`config.mk`:
```
export PLATFORM = sky130hd
export DESIGN_NAME = ultrasonic_echo_ranger_core
export DESIGN_NICKNAME = d
export VERILOG_FILES = /design/src/hw/rtl/uer_pkg.sv /design/src/hw/rtl/uer_chan_state.sv /design/src/hw/rtl/uer_convert.sv /design/src/hw/rtl/ultrasonic_echo_ranger_core.sv
export SDC_FILE = /design/constraint.sdc
export NUM_CORES = 2
export LEC_CHECK = 0
export BUFFER_PORTS_ARGS = -buffer_cell sky130_fd_sc_hd__buf_2
export CAP_MARGIN = 20
export CORE_ASPECT_RATIO = 1.75
export CORE_MARGIN = 1
export CORE_UTILIZATION = 55
export DETAILED_ROUTE_END_ITERATION = 6
export GPL_TIMING_DRIVEN = 0
export PLACE_DENSITY = 0.72
export RECOVER_POWER = 50
export SYNTH_ARGS = -nofsm -noshare
export SYNTH_HDL_FRONTEND = slang
export SYNTH_SLANG_ARGS = --single-unit
```
`constraint.sdc`:
```
create_clock -name i_clk -period 10.62 [get_ports i_clk]
set_input_delay 2.124 -clock i_clk [delete_from_list [all_inputs] [get_ports i_clk]]
set_output_delay 2.124 -clock i_clk [all_outputs]
set_load 0.01 [all_outputs]
```
`src/hw/rtl/uer_pkg.sv`:
```
package uer_pkg;

    // Item kinds carried on the input tuser
    typedef enum logic [1:0] {
        FUNC_EDGE = 2'd0,
        FUNC_TRIG = 2'd1,
        FUNC_READ = 2'd2
    } t_func;

    // Result status codes
    typedef enum logic [1:0] {
        STAT_VALID  = 2'd0,
        STAT_NOECHO = 2'd1,
        STAT_RANGE  = 2'd2
    } t_status;

    // Configuration register indexes
    typedef enum logic [1:0] {
        CFG_MIN_MM   = 2'd0,
        CFG_MAX_MM   = 2'd1,
        CFG_MAX_FAIL = 2'd2
    } t_cfg_idx;

    localparam int TIME_W  = 32;
    localparam int DIST_W  = 16;
    localparam int FAIL_W  = 8;
    localparam int CFG_W   = 16;

    localparam logic [DIST_W-1:0] RST_MIN_MM   = 16'd20;
    localparam logic [DIST_W-1:0] RST_MAX_MM   = 16'd4000;
    localparam logic [FAIL_W-1:0] RST_MAX_FAIL = 8'd5;

    // Speed of sound scale: mm = (width * 343 mod 2^32) / 2000
    localparam logic [TIME_W-1:0] SOUND_SCALE = 32'd343;

    // x / 2000 = (x >> 4) / 125, and y / 125 = (y * DIV_MAGIC) >> DIV_SHIFT,
    // exact for every 28-bit y (magic error 7, 7 * 2^28 < 2^35)
    localparam int DIV_PRE    = 4;
    localparam int DIV_Y_W    = TIME_W - DIV_PRE;
    localparam int DIV_M_W    = 29;
    localparam int DIV_SHIFT  = 35;
    localparam logic [DIV_M_W-1:0] DIV_MAGIC = 29'd274877907;
    localparam int DIV_P_W    = DIV_Y_W + DIV_M_W;

    // Read request handed from channel state to the conversion pipe
    typedef struct packed {
        logic              valid;
        logic              ready;
        logic [FAIL_W-1:0] fails;
        logic [TIME_W-1:0] width;
    } t_rd;

endpackage

```
`src/hw/rtl/uer_chan_state.sv`:
```
module uer_chan_state #(
    parameter int NUM_CHANNELS = 2
) (
    input  logic                       i_clk,
    input  logic                       i_rst_n,
    input  logic                       i_fire,
    input  uer_pkg::t_func             i_func,
    input  logic                       i_channel,
    input  logic                       i_level,
    input  logic [uer_pkg::TIME_W-1:0] i_time,
    input  logic [uer_pkg::FAIL_W-1:0] i_max_failures,
    output uer_pkg::t_rd               o_rd
);

    logic [uer_pkg::TIME_W-1:0] r_start [NUM_CHANNELS];
    logic [uer_pkg::TIME_W-1:0] r_width [NUM_CHANNELS];
    logic [uer_pkg::FAIL_W-1:0] r_fail  [NUM_CHANNELS];
    logic [NUM_CHANNELS-1:0]    r_ready;

    logic [NUM_CHANNELS-1:0]    w_hit;
    logic                       w_sel_ready;
    logic [uer_pkg::FAIL_W-1:0] w_sel_fail;
    logic [uer_pkg::TIME_W-1:0] w_sel_width;
    logic [uer_pkg::FAIL_W-1:0] w_fail_inc;
    logic [uer_pkg::FAIL_W-1:0] w_fail_next;

    // Channel decode and read mux; an unused channel reads as never ready
    always_comb begin
        w_sel_ready = 1'b0;
        w_sel_fail  = '0;
        w_sel_width = '0;
        for (int i = 0; i < NUM_CHANNELS; i++) begin
            w_hit[i] = (i == int'(i_channel));
            if (w_hit[i]) begin
                w_sel_ready = r_ready[i];
                w_sel_fail  = r_fail[i];
                w_sel_width = r_width[i];
            end
        end
    end

    // Failure count after a read: cleared on a ready read, else bump and wrap
    always_comb begin
        w_fail_inc = w_sel_fail + uer_pkg::FAIL_W'(1);
        if (w_sel_ready) begin
            w_fail_next = '0;
        end else if (w_fail_inc >= i_max_failures) begin
            w_fail_next = '0;
        end else begin
            w_fail_next = w_fail_inc;
        end
    end

    always_comb begin
        o_rd.valid = i_fire && (i_func == uer_pkg::FUNC_READ);
        o_rd.ready = w_sel_ready && (|w_hit);
        o_rd.fails = (|w_hit) ? w_fail_next : '0;
        o_rd.width = w_sel_width;
    end

    // Per-channel state update on each accepted word
    always_ff @(posedge i_clk) begin
        if (!i_rst_n) begin
            for (int i = 0; i < NUM_CHANNELS; i++) begin
                r_start[i] <= '0;
                r_width[i] <= '0;
                r_fail[i]  <= '0;
            end
            r_ready <= '0;
        end else if (i_fire) begin
            for (int i = 0; i < NUM_CHANNELS; i++) begin
                case (i_func)
                    uer_pkg::FUNC_EDGE: begin
                        if (w_hit[i]) begin
                            if (i_level) begin
                                r_start[i] <= i_time;
                            end else if (r_start[i] != '0) begin
                                r_width[i] <= i_time - r_start[i];
                                r_ready[i] <= 1'b1;
                                r_start[i] <= '0;
                            end
                        end
                    end
                    uer_pkg::FUNC_TRIG: begin
                        r_ready[i] <= 1'b0;
                    end
                    uer_pkg::FUNC_READ: begin
                        if (w_hit[i]) begin
                            r_fail[i] <= w_fail_next;
                        end
                    end
                    default: begin
                    end
                endcase
            end
        end
    end

    // A trigger leaves no channel ready
    a_trig_clears: assert property (@(posedge i_clk) disable iff (!i_rst_n)
        i_fire && (i_func == uer_pkg::FUNC_TRIG) |=> (r_ready == '0))
        else $error("ready flag survived a trigger");

    // A read that finds a completed echo reports and leaves no failures
    a_ready_read: assert property (@(posedge i_clk) disable iff (!i_rst_n)
        o_rd.valid && o_rd.ready |-> (o_rd.fails == '0))
        else $error("ready read kept a failure count");

endmodule

```
`src/hw/rtl/uer_convert.sv`:
```
module uer_convert (
    input  logic                       i_clk,
    input  logic                       i_rst_n,
    input  logic                       i_en,
    input  uer_pkg::t_rd               i_rd,
    input  logic [uer_pkg::DIST_W-1:0] i_min_mm,
    input  logic [uer_pkg::DIST_W-1:0] i_max_mm,
    output logic                       o_valid,
    output logic [uer_pkg::DIST_W-1:0] o_dist,
    output uer_pkg::t_status           o_status,
    output logic [uer_pkg::FAIL_W-1:0] o_fails
);

    logic                       r_s1_valid;
    logic                       r_s1_ready;
    logic [uer_pkg::FAIL_W-1:0] r_s1_fails;
    logic [uer_pkg::TIME_W-1:0] r_s1_width;
    logic                       r_s2_valid;
    logic                       r_s2_ready;
    logic [uer_pkg::FAIL_W-1:0] r_s2_fails;
    logic [uer_pkg::TIME_W-1:0] r_s2_prod;
    logic                       r_o_valid;
    logic [uer_pkg::DIST_W-1:0] r_o_dist;
    uer_pkg::t_status           r_o_status;
    logic [uer_pkg::FAIL_W-1:0] r_o_fails;

    logic [uer_pkg::DIV_Y_W-1:0] w_y;
    logic [uer_pkg::DIV_P_W-1:0] w_qp;
    logic [uer_pkg::DIST_W-1:0]  w_mm;
    logic                        w_in_range;

    // Divide by 2000: drop four bits, then reciprocal multiply by 1/125
    assign w_y  = r_s2_prod[uer_pkg::TIME_W-1:uer_pkg::DIV_PRE];
    assign w_qp = uer_pkg::DIV_P_W'(w_y) * uer_pkg::DIV_P_W'(uer_pkg::DIV_MAGIC);
    assign w_mm = w_qp[uer_pkg::DIV_SHIFT +: uer_pkg::DIST_W];
    assign w_in_range = (w_mm >= i_min_mm) && (w_mm <= i_max_mm);

    // Valid bits of the three stages
    always_ff @(posedge i_clk) begin
        if (!i_rst_n) begin
            r_s1_valid <= 1'b0;
            r_s2_valid <= 1'b0;
            r_o_valid  <= 1'b0;
        end else if (i_en) begin
            r_s1_valid <= i_rd.valid;
            r_s2_valid <= r_s1_valid;
            r_o_valid  <= r_s2_valid;
        end
    end

    // Payload: capture, scale by sound speed, divide and range check
    always_ff @(posedge i_clk) begin
        if (i_en) begin
            r_s1_ready <= i_rd.ready;
            r_s1_fails <= i_rd.fails;
            r_s1_width <= i_rd.width;

            r_s2_ready <= r_s1_ready;
            r_s2_fails <= r_s1_fails;
            r_s2_prod  <= uer_pkg::TIME_W'(r_s1_width * uer_pkg::SOUND_SCALE);

            r_o_fails  <= r_s2_fails;
            if (!r_s2_ready) begin
                r_o_status <= uer_pkg::STAT_NOECHO;
                r_o_dist   <= '0;
            end else if (w_in_range) begin
                r_o_status <= uer_pkg::STAT_VALID;
                r_o_dist   <= w_mm;
            end else begin
                r_o_status <= uer_pkg::STAT_RANGE;
                r_o_dist   <= '0;
            end
        end
    end

    assign o_valid  = r_o_valid;
    assign o_dist   = r_o_dist;
    assign o_status = r_o_status;
    assign o_fails  = r_o_fails;

endmodule

```
`src/hw/rtl/ultrasonic_echo_ranger_core.sv`:
```
// Multi-channel echo-pulse ranger. Each input word is an echo edge, a trigger
// of all channels or a read of one channel; only a read returns a word, with
// the distance in mm, a status (valid, no echo since trigger, out of range)
// and the channel failure count. The core accepts one word per clock while
// the output side takes results; a read's result passes through the three
// register stages of the conversion pipe (capture at acceptance, scale by
// the sound speed, reciprocal divide and range check). When a result waits
// at the output the whole pipe holds and input ready drops. Channel state
// updates at acceptance, so a word sees every earlier word's effect.
// Configuration writes are always taken and must occur while the core idles.
module ultrasonic_echo_ranger_core #(
    parameter int NUM_CHANNELS = 2
) (
    input  logic        i_clk,
    input  logic        i_rst_n,

    input  logic        s_axis_tvalid,
    output logic        s_axis_tready,
    // [0] channel, [1] echo_level, [33:2] time_us, [39:34] zero
    input  logic [39:0] s_axis_tdata,
    // [1:0] func
    input  logic [1:0]  s_axis_tuser,

    output logic        m_axis_tvalid,
    input  logic        m_axis_tready,
    // [15:0] distance_mm, [17:16] status, [25:18] failures, [31:26] zero
    output logic [31:0] m_axis_tdata,

    input  logic        i_cfg_valid,
    output logic        o_cfg_ready,
    input  logic [1:0]  i_cfg_index,
    input  logic [15:0] i_cfg_data
);

    logic [uer_pkg::DIST_W-1:0] r_min_mm;
    logic [uer_pkg::DIST_W-1:0] r_max_mm;
    logic [uer_pkg::FAIL_W-1:0] r_max_fail;

    logic                       w_en;
    logic                       w_fire;
    uer_pkg::t_rd               w_rd;
    logic                       w_o_valid;
    logic [uer_pkg::DIST_W-1:0] w_dist;
    uer_pkg::t_status           w_status;
    logic [uer_pkg::FAIL_W-1:0] w_fails;

    // Pipe advances whenever the output register is free or being taken
    assign w_en          = !w_o_valid || m_axis_tready;
    assign s_axis_tready = w_en;
    assign w_fire        = s_axis_tvalid && w_en;

    // Configuration registers
    assign o_cfg_ready = 1'b1;

    always_ff @(posedge i_clk) begin
        if (!i_rst_n) begin
            r_min_mm   <= uer_pkg::RST_MIN_MM;
            r_max_mm   <= uer_pkg::RST_MAX_MM;
            r_max_fail <= uer_pkg::RST_MAX_FAIL;
        end else if (i_cfg_valid) begin
            case (uer_pkg::t_cfg_idx'(i_cfg_index))
                uer_pkg::CFG_MIN_MM:   r_min_mm   <= i_cfg_data;
                uer_pkg::CFG_MAX_MM:   r_max_mm   <= i_cfg_data;
                uer_pkg::CFG_MAX_FAIL: r_max_fail <= i_cfg_data[uer_pkg::FAIL_W-1:0];
                default: begin
                end
            endcase
        end
    end

    uer_chan_state #(
        .NUM_CHANNELS (NUM_CHANNELS)
    ) u_chan (
        .i_clk          (i_clk),
        .i_rst_n        (i_rst_n),
        .i_fire         (w_fire),
        .i_func         (uer_pkg::t_func'(s_axis_tuser)),
        .i_channel      (s_axis_tdata[0]),
        .i_level        (s_axis_tdata[1]),
        .i_time         (s_axis_tdata[33:2]),
        .i_max_failures (r_max_fail),
        .o_rd           (w_rd)
    );

    uer_convert u_conv (
        .i_clk    (i_clk),
        .i_rst_n  (i_rst_n),
        .i_en     (w_en),
        .i_rd     (w_rd),
        .i_min_mm (r_min_mm),
        .i_max_mm (r_max_mm),
        .o_valid  (w_o_valid),
        .o_dist   (w_dist),
        .o_status (w_status),
        .o_fails  (w_fails)
    );

    assign m_axis_tvalid = w_o_valid;
    assign m_axis_tdata  = {6'd0, w_fails, w_status, w_dist};

    // Result words never carry the unused status code
    a_status_code: assert property (@(posedge i_clk) disable iff (!i_rst_n)
        m_axis_tvalid |-> (w_status == uer_pkg::STAT_VALID) ||
                          (w_status == uer_pkg::STAT_NOECHO) ||
                          (w_status == uer_pkg::STAT_RANGE))
        else $error("illegal status on result word");

    // Distance is zero unless the reading is valid
    a_dist_zero: assert property (@(posedge i_clk) disable iff (!i_rst_n)
        m_axis_tvalid && (w_status != uer_pkg::STAT_VALID) |-> (w_dist == '0))
        else $error("distance nonzero on failed reading");

    // A completed echo (valid or out of range) resets the failure count
    a_fail_clear: assert property (@(posedge i_clk) disable iff (!i_rst_n)
        m_axis_tvalid && (w_status != uer_pkg::STAT_NOECHO) |-> (w_fails == '0))
        else $error("failure count nonzero after completed echo");

endmodule
```
==> results_dict.tcl <==
set metrics [dict create \
    status "finished with violations" \
    violations "capacitance limit, slew limit" \
    drc 0 \
    drive_gt1_frac 0.0568 \
    grt_pass1_wl_um 122000 \
    detail-route-antenna-nets 0 \
    drt_wl_total_um 77600 \
    worst_pin_slew_ns 3.45 \
    cts_tree "done" \
    critPathMaxStageDelay_ns 0.69 \
    synth-edff-count 216 \
    finalCriticalPeriod_ns 10.12 \
    gp_congestion 1.01 \
    via_per_inst 5.57 \
    final_area_um2 33400 \
    ys_seq_area_frac 0.257 \
    cts_setup_buffers 0 \
    fp-row-count 115 \
    area_growth_pct 6.93 \
    cts-root-buf "clkbuf_16" \
    clkLatencyLatePin_ns 0.57 \
    cp.arrival_ns 10.41 \
    cts.htree.levels 1 \
    crit_type "flip-flop to flip-flop" \
    vias 21800 \
    slew_violations 154 \
    fin_skew_ns 0.0216 \
    synth-async-reset-ratio 0 \
    die_h_um 317 \
    worst-path-max-fanout 10 \
    fin_nets 4075 \
    netlist_area_um2 31200 \
    diodes 0 \
    cts_hold_buf 0 \
    final_cell_mix "inv_1, ha_1, fa_1" \
    cts_buffers 25 \
    cts_buffer_depth 3 \
    rsz0062_at_grt "false" \
    drt_iter0_drc 981 \
    grt-ovfl-total 0 \
    tns_ns 0 \
    num_io_pins 100 \
    grt_usage 0.277 \
    cp-end-kind "flip-flop" \
    initial_core_util 0.557 \
    slowest_stage "edfxtp_1" \
    min_path_type "flip-flop to flip-flop" \
    worst-endpoint-required_ns 10.91 \
    antenna_found_initial 0 \
    hold_viol 0 \
    ys.flop_type "edfxtp_1" \
    ys_warn_count 0 \
    detail_route.wl_per_cell_um 19.9 \
    place_hpwl_um 66300 \
    final_common_cell "inv_1" \
    drt_first_pass_iters 5 \
    fmax_ghz 0.0989 \
    startpoint_type "flip-flop" \
    grt_pass1_vias 23800 \
    dieArea_um2 57800 \
    fp.dieW_um 182 \
    finalSetupViolCount 0 \
    cts_sinks 293 \
    cts_resized 0 \
    io_buffers 85 \
    grt_max_degree 64 \
    drv_cap 4 \
    ys_ff_latch 293 \
    path_clk_slew_ns 0.07 \
    cpMostUsedCell "fa_1" \
    core_um2 56100 \
    syn_area_per_cell_um2 10.2 \
    placed_cell_area_um2 32700 \
    relSlewSlack -1.30 \
    ys_types 83 \
    post-route-period-util 0.953 \
    netlist_instances 3058 \
]
[sequential cells by signal, summed over array words and instances (netlist names), 8 cells and up]
| register | flops |
|---|---|
| u_chan.r_start | 64 |
| u_chan.r_width | 64 |
| u_conv.r_s1_width | 32 |
| u_conv.r_s2_prod | 28 |
| r_max_mm | 16 |
| r_min_mm | 16 |
| u_chan.r_fail | 16 |
| u_conv.o_dist | 16 |
| r_max_fail | 8 |
| u_conv.o_fails | 8 |
| u_conv.r_s1_fails | 8 |
| u_conv.r_s2_fails | 8 |
[final cells by class]
cell class	instances	area, um^2
Multi-Input combinational cell	1990	20300
Clock inverter	14	129
Inverter	728	2730
Tap cell	702	878
Buffer	52	230
Sequential cell	293	8030
Timing Repair Buffer	93	462
Clock buffer	32	683
Fill cell	4766	22700
[routing by layer]
metal  up-vias  global-route usage  part of all wire
li1      10300                   -                 -
met1     10600               0.254              0.33
met2       538               0.549              0.55
met3       281              0.0266             0.031
met4         0               0.221             0.091
met5         -                   0                 0
[synthesized netlist by cell type, types with 13 or more instances]
cell	n	area, um^2
ha_1	476	5960
xnor2_1	58	508
a21oi_1	112	561
inv_1	727	2730
mux2i_1	18	180
dfxtp_1	77	1540
nor4_1	23	144
nand2_1	137	514
nor2_1	133	499
o21a_1	24	180
nand2b_1	19	119
mux2_2	35	394
and2_1	34	213
a211oi_1	16	120
and3_1	20	125
o21bai_1	13	97.6
xor2_1	36	315
a21boi_0	29	218
a22oi_1	32	240
nor2b_1	35	219
nand4_1	19	119
o211ai_1	21	158
nor3_1	37	185
o21ai_0	66	330
nand3_1	35	175
a21o_1	64	480
fa_1	351	7030
edfxtp_1	216	6490
clkbuf_1	34	128
[through the flow]
stage | setup WS [ns] | std cells | hold WS (ns) | util
2_1_floorplan | 2.86 | 3063 | 0.400 | -
3_3_place_gp | 0.810 | 3850 | 0.401 | 0.580
3_5_place_dp | 0.689 | 3854 | 0.406 | 0.582
4_1_cts | 0.675 | 3900 | 0.423 | 0.597
5_1_grt | 0.183 | 3904 | 0.428 | 0.595
6_report | 0.504 | 3904 | 0.421 | 0.595
[worst max-delay path: cells and delay by family, from the launching register on]
family | cells | cell delay, ns
AND/OR/NAND/NOR | 6 | 1.53
flip-flops | 1 | 0.69
AO/OA/AOI/OAI | 9 | 2.29
adder cells (fa/ha/maj) | 9 | 4.34
XOR/XNOR | 1 | 0.30
buffers and inverters | 5 | 0.68
[cell families after synthesis]
group / Yosys count / share of synthesized area
buffers and inverters: 780 / 0.0948
XOR/XNOR: 94 / 0.0264
other: 2 / 0.000240
AND/OR/NAND/NOR: 534 / 0.0838
flip-flops: 293 / 0.257
AO/OA/AOI/OAI: 475 / 0.104
adder cells (fa/ha/maj): 827 / 0.416
multiplexers: 53 / 0.0184
[final timing paths]
| check | startpoint | endpoint | slack [ns] | depth (start not counted) |
|---|---|---|---|---|
| worst min register to register | u_conv.r_s1_ready$_DFFE_PN_ | u_conv.r_s2_ready$_DFFE_PN_ | 0.42 | 0 |
| worst max register to register | u_conv.r_s2_prod[17]$_DFFE_PN_ | u_conv.o_dist[2]$_SDFFCE_PN0N_ | 0.50 | 30 |
| worst max-delay path | u_conv.r_s2_prod[17]$_DFFE_PN_ | u_conv.o_dist[2]$_SDFFCE_PN0N_ | 0.50 | 30 |
| worst min-delay path | u_conv.r_s1_ready$_DFFE_PN_ | u_conv.r_s2_ready$_DFFE_PN_ | 0.42 | 0 |
Power is left out: the tool's default activity adds up to more than one toggle a clock period on the data nets, which glitch-free logic cannot reach.
